--- src/rtl/core/salc_pkg.sv ---
`default_nettype none

package salc_pkg;

    localparam int MAX_SET_BITS = 6;
    localparam int WAYS = 4;
    localparam int ADDR_W = 64;

    localparam int SET_COUNT = 1 << MAX_SET_BITS;
    localparam int SET_W = MAX_SET_BITS;
    localparam int WAY_W = (WAYS > 1) ? $clog2(WAYS) : 1;
    localparam int WAY_CNT_W = $clog2(WAYS + 1);
    localparam int TAG_W = 63;
    localparam int RANK_W = WAY_W;
    localparam int CNT_W = 32;
    localparam int SHIFT_W = 7;

    localparam int KIND_W = 2;
    localparam int SET_BITS_W = 3;
    localparam int BLOCK_BITS_W = 6;
    localparam int WAYS_CFG_W = 3;
    localparam int CFG_IDX_W = 2;
    localparam int CFG_DATA_W = 6;

    localparam logic [KIND_W-1:0] KIND_ACCESS = 2'd0;
    localparam logic [KIND_W-1:0] KIND_MODIFY = 2'd1;

    localparam logic [CFG_IDX_W-1:0] REG_SET_BITS = 2'd0;
    localparam logic [CFG_IDX_W-1:0] REG_BLOCK_BITS = 2'd1;
    localparam logic [CFG_IDX_W-1:0] REG_WAYS = 2'd2;

    typedef logic [TAG_W-1:0] tag_t;
    typedef logic [RANK_W-1:0] rank_t;
    typedef logic [WAY_W-1:0] way_t;
    typedef logic [WAYS-1:0] way_mask_t;

    localparam rank_t RANK_MAX = rank_t'(WAYS - 1);

    typedef struct packed {
        tag_t [WAYS-1:0]  tags;
        rank_t [WAYS-1:0] ranks;
    } row_t;

    typedef struct packed {
        logic done;
        logic hit;
        way_t hit_way;
        logic free_found;
        way_t free_way;
        way_t victim_way;
    } scan_res_t;

endpackage

`default_nettype wire

--- src/rtl/core/salc_way_scan.sv ---
`default_nettype none

module salc_way_scan
    import salc_pkg::*;
(
    input  wire logic                 clk,
    input  wire logic                 rst_n,
    input  wire logic                 kick,
    input  wire tag_t                 tag,
    input  wire row_t                 row,
    input  wire way_mask_t            row_valid,
    input  wire logic [WAY_CNT_W-1:0] ways,
    output scan_res_t                 res
);

    way_t way_reg, way_next;
    logic active_reg, active_next;
    logic done_reg, done_next;
    logic hit_reg, hit_next;
    way_t hit_way_reg, hit_way_next;
    logic free_found_reg, free_found_next;
    way_t free_way_reg, free_way_next;
    way_t victim_reg, victim_next;
    logic last_way;

    assign last_way = (WAY_CNT_W'(way_reg) + WAY_CNT_W'(1)) == ways;

    always_comb
    begin
        way_next        = way_reg;
        active_next     = active_reg;
        done_next       = 1'b0;
        hit_next        = hit_reg;
        hit_way_next    = hit_way_reg;
        free_found_next = free_found_reg;
        free_way_next   = free_way_reg;
        victim_next     = victim_reg;
        if (kick)
        begin
            way_next        = '0;
            active_next     = 1'b1;
            hit_next        = 1'b0;
            free_found_next = 1'b0;
            victim_next     = '0;
        end
        else if (active_reg)
        begin
            if (!hit_reg && row_valid[way_reg] && row.tags[way_reg] == tag)
            begin
                hit_next     = 1'b1;
                hit_way_next = way_reg;
            end
            if (!free_found_reg && !row_valid[way_reg])
            begin
                free_found_next = 1'b1;
                free_way_next   = way_reg;
            end
            if (row.ranks[way_reg] > row.ranks[victim_reg])
            begin
                victim_next = way_reg;
            end
            if (last_way)
            begin
                active_next = 1'b0;
                done_next   = 1'b1;
            end
            else
            begin
                way_next = way_reg + way_t'(1);
            end
        end
    end

    always_ff @(posedge clk or negedge rst_n)
    begin
        if (!rst_n)
        begin
            way_reg        <= '0;
            active_reg     <= 1'b0;
            done_reg       <= 1'b0;
            hit_reg        <= 1'b0;
            hit_way_reg    <= '0;
            free_found_reg <= 1'b0;
            free_way_reg   <= '0;
            victim_reg     <= '0;
        end
        else
        begin
            way_reg        <= way_next;
            active_reg     <= active_next;
            done_reg       <= done_next;
            hit_reg        <= hit_next;
            hit_way_reg    <= hit_way_next;
            free_found_reg <= free_found_next;
            free_way_reg   <= free_way_next;
            victim_reg     <= victim_next;
        end
    end

    assign res.done       = done_reg;
    assign res.hit        = hit_reg;
    assign res.hit_way    = hit_way_reg;
    assign res.free_found = free_found_reg;
    assign res.free_way   = free_way_reg;
    assign res.victim_way = victim_reg;

endmodule

`default_nettype wire

--- config.mk ---
export PLATFORM = sky130hd
export DESIGN_NAME = salc_way_scan
export DESIGN_NICKNAME = d
export VERILOG_FILES = /design/src/rtl/core/salc_pkg.sv /design/src/rtl/core/salc_way_scan.sv
export SDC_FILE = /design/constraint.sdc
export NUM_CORES = 1
export LEC_CHECK = 0
export BUFFER_PORTS_ARGS = -buffer_cell sky130_fd_sc_hd__buf_4
export CAP_MARGIN = 10
export CORE_AREA = 8 8 126 128
export CTS_CLUSTER_DIAMETER = 150
export CTS_CLUSTER_SIZE = 20
export DETAILED_ROUTE_END_ITERATION = 7
export DIE_AREA = 0 0 134 136
export SLEW_MARGIN = 10
export SYNTH_ARGS = -nofsm -noshare
export SYNTH_HDL_FRONTEND = slang
export SYNTH_SLANG_ARGS = --single-unit
--- constraint.sdc ---
create_clock -name clk -period 3.31 [get_ports clk]
set_clock_uncertainty 0.1 [all_clocks]
set_input_delay 0.662 -clock clk [delete_from_list [all_inputs] [get_ports clk]]
set_output_delay 0.662 -clock clk [all_outputs]
set_load 0.1 [all_outputs]
Word level (Yosys, flattened, before mapping)
Cells that the tools add are included.
{ "totals": {"regBits": 12, "latch_bits": 0, "ramBits": 0, "romBits": 0, "wordCells": 59, "mem_count": 0} }
{ "op_classes": {"addsub": 2, "multipliers": 0, "n_div": 0, "order_cmp": 3, "eq_ne": 3, "n_shift": 0, "mux": 26, "n_bitwise": 1, "reduce_logical": 16} }
{ "op_table": {"columns": ["cell", "n"], "rows": [
  ["binary-select mux 63 bit (select 2 bit)", 1],
  ["equality test 63 bit", 1],
  ["2-to-1 mux 63 bit", 1],
  ["2-to-1 mux 2 bit", 8],
  ["2-to-1 mux 1 bit", 13],
  ["binary-select mux 2 bit (select 2 bit)", 2],
  ["AND reduction 2 bit", 4],
  ["nonzero test 2 bit", 4],
  ["< comparator 2 x 3 -> 1 bit, second input constant", 2],
  ["AND reduction 3 bit", 2],
  ["adder 2 x 1 -> 3 bit, second input constant", 1],
  ["equality test 3 bit", 1],
  ["logical AND 1 bit", 3],
  ["logical NOT 1 bit", 3],
  ["adder 2 x 1 -> 2 bit, second input constant", 1],
  ["binary-select mux 1 bit (select 2 bit)", 1],
  ["greater-than comparator 2 bit", 1],
  ["inequality test 2 bit, second input constant", 1],
  ["NOT 1 bit", 1]
]} }

Longest topological paths before layout
Gate-level depths: netlist of the first run.
{ "logic_depth": {"ltp_word": 7, "depth_mapped": 12} }

Worst setup path before layout of the first run
Ideal clock, no wire load.
{ "synth_path": {"path_kind": "register -> register", "from": "register way_reg[0]", "to": "register victim_reg[1]", "setup_ns": 0.123, "arrival_ns": 2.620, "path_slack_ns": 0.467, "stages_incl_launch_ff": 11, "path_buffers": 4, "cell_sequence": "dfrtp_1 buf_6 buf_6 buf_2 buf_1 mux4_2 ha_1 nor2b_1 o211ai_1 mux2i_1 nor2_1"} }
{ "synth_via": {"elab_chain_cells": 5} }
{ "synth_lines": {"columns": ["element", "line", "rtl"], "rows": [
  ["start, declared", "salc_way_scan.sv:16", "way_t way_reg, way_next;"],
  ["start signal, assigned", "salc_way_scan.sv:89", "way_reg <= way_next;"],
  ["binary-select mux 2 bit (select 2 bit)", "salc_way_scan.sv:58", "if (row.ranks[way_reg] > row.ranks[victim_reg])"],
  ["2-to-1 mux 2 bit (implied by the code)", "salc_way_scan.sv:58", null],
  ["greater-than comparator 2 bit", "salc_way_scan.sv:58", null],
  ["nonzero test 2 bit (no line)", null, null],
  ["AND reduction 2 bit (no line)", null, null],
  ["end signal, assigned", "salc_way_scan.sv:96", "victim_reg <= victim_next;"],
  ["end, declared", "salc_way_scan.sv:23", "way_t victim_reg, victim_next;"]
]} }
No other way between the ends. The select of a mux whose other input is x is not followed.
A chain may end at the register's enable or synchronous reset.

Final worst setup path of the first run
{ "layout_path": {"from": "register way_reg[0]", "to": "register hit_way_reg[0]"} }
{ "layout_via": {"elab_chain_cells": 5, "elab_cells_between_ends": 8, "classes_between": "1 x eq/ne; 4 x mux; 3 x reduce/logical"} }
{ "layout_lines": {"columns": ["element", "line", "rtl"], "rows": [
  ["binary-select mux 63 bit (select 2 bit) or binary-select mux 1 bit (select 2 bit) (tied branches)", "salc_way_scan.sv:48", "if (!hit_reg && row_valid[way_reg] && row.tags[way_reg] == tag)"],
  ["2-to-1 mux 63 bit (implied by the code) or 2-to-1 mux 1 bit (tied branches)", "salc_way_scan.sv:48", null],
  ["equality test 63 bit or logical AND 1 bit (tied branches)", "salc_way_scan.sv:48", null],
  ["logical AND 1 bit", "salc_way_scan.sv:48", null],
  ["AND reduction 3 bit (no line)", null, null],
  ["end signal, assigned", "salc_way_scan.sv:93", "hit_way_reg <= hit_way_next;"],
  ["end, declared", "salc_way_scan.sv:20", "way_t hit_way_reg, hit_way_next;"]
]} }
Several ways; a longest one is shown, not always the timed one. The select of a mux whose other input is x is not followed.

==> impl_results.md, run 1 <==
* Status: finished clean
* Grt total ovfl at 0
* Number of global-route vias before repair at 4645
* Worst-Margin Slew at 0.522 ns
* Chip Width at 134 um
* Primary FF master, synth: dfrtp_1
* XOR/XNOR share of the synthesized area at 0.143
* # nets final at 990
* Worst path max stage delay at 0.53 ns
* Largest delay share family, worst path: simple AND/OR/NAND/NOR gates
* Final Max Tran Viols at 0
* WL final at 19800 um
* Skew-Pair Late Insertion Delay at 0.24 ns
* Layout cells sized above 1 at 0.645
* Post-synth EDFFs at 0
* Synth Instances at 310
* Reg-to-reg setup timing slack at 0.20 ns
* CP cell instances: buf_12 > mux4_2 > xnor2_1 > nand4_1 > nor4_1 > buf_4 > nand3_1 > and4b_1 > mux2_1
* Pwr Density at 520 mW/mm^2
* CP Buf/Inv Count at 2
* DR pass1 iterations at 4
* Fin. Hold Viols at 0
* Reg area at 308 sq um
* Peak Freq at 321 MHz
* Synth Register Bits at 12
* Combinational family with the most area after synthesis: multiplexers
* Fin area at 0.00625 sq mm
* Core area at 0.0140 sq mm
* Critical Path Stages at 9
* DR DRC count at 0
* DRT iter0 DRCs at 162
* R2R depth at 9
* P&R area growth vs syn at 88.7%
* Hold Crit Class: in2async
* Post-Synthesis Cell Area at 0.00331 sq mm
* Root buffer cell: clkbuf_16
* Yosys cell types at 44
* Worst R2R Start: way_reg[0]$_DFFE_PN0P_
* Post-synthesis sequential area ratio at 0.0906
* Peak supply drop at 0.352 mV
* Largest net degree at the start of global routing at 24
* ANT nets after route at 0
* Max clock buf depth at 2
* Multi-input gate area in the final layout at 0.00280 sq mm
* Reg2reg end: hit_way_reg[0]$_DFFE_PN0P_
* Sink Count at 12
* Placed inst area at 0.00613 sq mm
* Buffers on Ports at 341
* CP Data Arrival Time at 3.13 ns
* Post-synth net total at 646
* Routed wire per std cell at 23.7 um
* Async set-reset flop share out of synthesis at 1.00
* CP startpoint: way_reg[0]$_DFFE_PN0P_
* Max FO, Critical Path at 22
* Die area at 0.0182 sq mm
* Initial antenna violation count at 0
* Htree depth at 1
* Setup CP Type: reg2reg
* Routability cong. at 0.846
* TritonCTS clock tree: built
* CP required at 3.33 ns
* Adder-Cell Fraction of Synth Area at 0.0113
* RSZ-0062 raised after global routing: no
* Vias per cell at 5.04
* Most common cell in the synthesized netlist: mux2i_1
* Clk pin slew, worst setup/hold paths at 0.05 ns
* Synth Area in Simple Gates at 0.0638
* Crit end category: flip-flop
* Synth cell count leaders: mux2i_1 (56), mux4_2 (46), xnor2_1 (45)
* Multiplexer share of the synthesized area at 0.506
* Largest cells by area after synthesis: mux4_2 (31%), mux2i_1 (17%), xnor2_1 (12%)
* Antenna diodes at 0
* Vias at 4221
* HPWL Detailed at 17900 um
* Synth Area per Inst at 10.7 sq um
* Die Ht at 136 um
* Final setup viols at 0
* Total track usage at 0.204
* Post-synth top area share at 0.313
* Row cnt at 44
* Startpoint types: flip-flop
* Leakage at 0.00283 uW
* Crit-path slowest cell: mux4_2
* YS warnings at 0
* First-pass GRT wire length at 28100 um
* Synth Area in Compound Gates at 0.120
* Maxcap violations at 0
* Num CTS Buffers at 3
* Fillers at 1395
* Final min period at 3.11 ns
* Io pins at 342
* Setup TNS at 0 ns
* Cell taking the most area after synthesis: mux4_2
* Initial core utilization at 0.236
* Relative slew slack at 0.643
* Crit path to: hit_way_reg[0]$_DFFE_PN0P_
* Crit share post-route at 0.941
-- layout by cell type (no fill, tap or decap), types with 3 or more instances in the layout --
| master | n |
|---|---|
| a2111oi_0 | 4 |
| a21oi_1 | 7 |
| a221oi_1 | 4 |
| a22o_1 | 4 |
| buf_12 | 5 |
| buf_4 | 357 |
| clkbuf_16 | 3 |
| dfrtp_1 | 10 |
| ha_1 | 3 |
| inv_1 | 13 |
| mux2_2 | 5 |
| mux2i_1 | 56 |
| mux4_2 | 46 |
| nand2_1 | 7 |
| nand3_1 | 3 |
| nand4_1 | 8 |
| nor2_1 | 14 |
| nor4_1 | 3 |
| o21ai_0 | 6 |
| o22ai_1 | 11 |
| o2bb2ai_1 | 3 |
| xnor2_1 | 45 |
| xor2_1 | 9 |
-- cell type report --
type | count | share of cell area
multi-input cells | 262 | 0.447
repair buffers | 362 | 0.445
flip-flops and latches | 12 | 0.0492
well taps | 184 | 0.0368
clock buffers | 4 | 0.0142
inverters | 13 | 0.00780
-- how the worst min path moves through the flow --
| stage | startpoint | end | slack (ns) | cells after the start |
|---|---|---|---|---|
| 2_1_floorplan | rst_n | active_reg$_DFF_PN0_ | 0.27 | 0 |
| 3_3_place_gp | hit_way_reg[1]$_DFFE_PN0P_ | hit_way_reg[1]$_DFFE_PN0P_ | 0.38 | 1 |
| 3_5_place_dp | free_way_reg[0]$_DFFE_PN0P_ | free_way_reg[0]$_DFFE_PN0P_ | 0.40 | 1 |
| 4_1_cts | rst_n | free_way_reg[1]$_DFFE_PN0P_ | 0.16 | 1 |
| 5_1_grt | rst_n | free_way_reg[0]$_DFFE_PN0P_ | 0.16 | 1 |
| 6_report | rst_n | free_found_reg$_DFFE_PN0P_ | 0.16 | 1 |
-- through the flow --
stage / worst slack (ns) / cells / util / hold slack [ns] / total power, uW
final: 0.195 / 837 / 0.445 / 0.159 / 3250
after global routing: 0.0314 / 837 / 0.445 / 0.165 / 3500
after CTS: 0.0740 / 834 / 0.443 / 0.160 / 3260
after detailed placement: 0.0814 / 830 / 0.437 / 0.398 / 2990
after global placement: 0.138 / 830 / 0.437 / 0.378 / 2970
after floorplan: 0.467 / 310 / - / 0.266 / 2170
-- power breakdown --
| part | internal [uW] | switching [uW] |
|---|---|---|
| Clock | 183 | 65.5 |
| Combinational | 1460 | 1280 |
| Sequential | 193 | 63.7 |
| Total | 1840 | 1410 |
-- routing by layer --
layer,part of all wire,wire length [um],vias up,track usage
met2,0.52,10200,236,0.373
met5,0,0,-,0
met1,0.36,7190,2026,0.222
li1,-,-,1936,-
met3,0.10,2020,23,0.0721
met4,0.019,382,0,0.0437
-- kinds of logic (layout without fill, tap and decap cells) --
logic type                 count (synthesis)  count (layout)
AOI/OAI and AO/OA                         54              54
xor gates and xnor gates                  54              54
adders and majority gates                  3               3
buffers and inverters                     36             379
DFF                                       12              12
muxes                                    109             109
and+or+nand+nor                           42              42
-- repair_timing --
item,4_1_cts,5_1_grt
endpoints found under the setup margin,0,2
hold buffers,0,0
setup buffers,0,3
gates resized for setup,0,1
No activity file was read; power rests on OpenSTA's default activity.
==> inputs of run 2 (changes only) <==
- BUFFER_PORTS_ARGS: -buffer_cell sky130_fd_sc_hd__buf_4 -> default
- CORE_AREA: 8 8 126 128 -> 8 8 128 130
- DIE_AREA: 0 0 134 136 -> 0 0 136 138
- DONT_BUFFER_PORTS: default -> 1
==> run 2 against run 1 <==
Utilization shrank 18 points. Cell count shrank 40%. Global-route usage shrank 4.1 points. Combinational power shrank 15%. Clock-buffer cell count is the same. Clock power shrank 11%. First-iteration DRC count shrank 0.62%. Register-to-register slack lost 0.10 ns. Critical path type unchanged. Largest cell class unchanged.
==> impl_results.md, run 2 (synthesis results as in run 1) <==
* RSZ-0062 raised after global routing: no
* Setup CP Type: reg2reg
* Vias per cell at 5.88
* Pre-CTS WS at -0.0873 ns
* Max FO, Critical Path at 25
* Chip Width at 136 um
* Root buffer cell: clkbuf_16
* ANT nets after route at 0
* Initial core utilization at 0.231
* Grt total ovfl at 0
* Skew-Pair Late Insertion Delay at 0.24 ns
* Hold Crit Class: in2async
* CP required at 3.32 ns
* Top routing layer used: met4
* WL met1 at 5560 um
* Startpoint types: flip-flop
* Final setup margin at 0.0940 ns
* Flop pwr share at 0.133
* Crit share post-route at 0.972
* Final Max Tran Viols at 0
* Peak supply drop at 0.284 mV
* Reg-to-reg setup timing slack at 0.09 ns
* Initial antenna violation count at 0
* Met2 WL at 9050 um
* Relative slew slack at 0.333
* WL final at 16800 um
* Hold_ws at 0.0183 ns
* Die area at 0.0188 sq mm
* Antenna diodes at 0
* Setup TNS at 0 ns
* Fin. Hold Viols at 0
* Internal Dissipation at 1600 uW
* Maxcap violations at 0
* Peak Freq at 311 MHz
* CP Data Arrival Time at 3.23 ns
* HPWL Detailed at 15100 um
* Leakage at 0.00123 uW
* Crit end category: flip-flop
* Net Sw Frac at 0.459
* DR DRC count at 0
* Placed inst area at 0.00358 sq mm
* P&R area growth vs syn at 14.1%
* Sink Count at 12
* Switch Pwr at 1360 uW
* Routability cong. at 0.895
* Most frequent cells in the layout: mux2i_1 (56), mux4_2 (46), xnor2_1 (45), buf_4 (22), nor2_1 (14)
* Worst-Margin Slew at 1.00 ns
* Max clock buf depth at 2
* Htree depth at 1
* DR pass1 iterations at 4
* Row cnt at 44
* Fin area at 0.00378 sq mm
* Total track usage at 0.162
* # nets final at 657
* Cts hold-fix bufs at 0
* Largest net degree at the start of global routing at 29
* TritonCTS clock tree: built
* Power, Total at 2950 uW
* Clock group share of total power at 0.075
* Number of global-route vias before repair at 3489
* Routed wire per std cell at 33.4 um
* Buffers on Ports at 0
* Io pins at 342
* Combinational share of power at 0.792
* Num CTS Buffers at 3
* Fillers at 1493
* Final setup viols at 0
* DRT iter0 DRCs at 161
* Layout cells sized above 1 at 0.281
* Commonest non-fill, non-tap cell in the layout: mux2i_1
* First-pass GRT wire length at 23000 um
* Pwr Density at 781 mW/mm^2
* Status: finished clean
* Vias at 2962
* Final min period at 3.22 ns
* Core area at 0.0143 sq mm
* Die Ht at 138 um
* Clk pin slew, worst setup/hold paths at 0.04 ns
* Metal3 WL at 2160 um
-- run 2: timing repair --
action / 4_1_cts / 5_1_grt
endpoints found under the setup margin: 2 / 2
gates resized for setup: 1 / 5
setup buffers: 2 / 9
gates cloned: 0 / 0
-- run 2: final timing paths --
check	startpoint	end	cells after the start
max	way_reg[0]$_DFFE_PN0P_	hit_way_reg[0]$_DFFE_PN0P_	9
min	rst_n	way_reg[0]$_DFFE_PN0P_	0
max reg2reg	way_reg[0]$_DFFE_PN0P_	hit_way_reg[0]$_DFFE_PN0P_	9
min reg2reg	active_reg$_DFF_PN0_	free_found_reg$_DFFE_PN0P_	2
max in group asynchronous	rst_n	way_reg[1]$_DFFE_PN0P_	0
min in group clk	kick	way_reg[0]$_DFFE_PN0P_	1
-- run 2: critical path: stages (launching register included) --
cell	delay (ns)
dfrtp_4	0.57
buf_12	0.15
buf_12	0.17
mux4_2	0.52
a22o_1	0.24
a221oi_2	0.22
o2111ai_1	0.17
nor4_2	0.27
and4b_1	0.32
mux2_1	0.35
-- run 2: power groups by stage --
| stage | Clock, uW | Sequential [uW] | Combinational, uW |
|---|---|---|---|
| floorplan | 0 | 340 | 1830 |
| global placement | 0 | 461 | 2110 |
| detailed placement | 0 | 464 | 2160 |
| CTS | 224 | 431 | 2240 |
| global route | 232 | 408 | 2500 |
| finish | 221 | 393 | 2340 |
-- run 2: layer usage --
metal	track usage	vias to the layer above
met4	0.0168	0
met5	0	-
li1	-	1270
met3	0.0601	8
met2	0.317	257
met1	0.162	1427
-- run 2: area by class of cell --
class	count	area, sq um	share of cell area
inverters	13	48.8	0.0129
repair buffers	29	297	0.0785
clock buffers	4	78.8	0.0209
multi-input cells	262	2820	0.745
flip-flops and latches	12	308	0.0814
well taps	184	230	0.0609
-- run 2: through the flow --
step	cells	util
2_1_floorplan	310	-
3_3_place_gp	489	0.250
3_5_place_dp	489	0.250
4_1_cts	495	0.257
5_1_grt	504	0.264
6_report	504	0.264
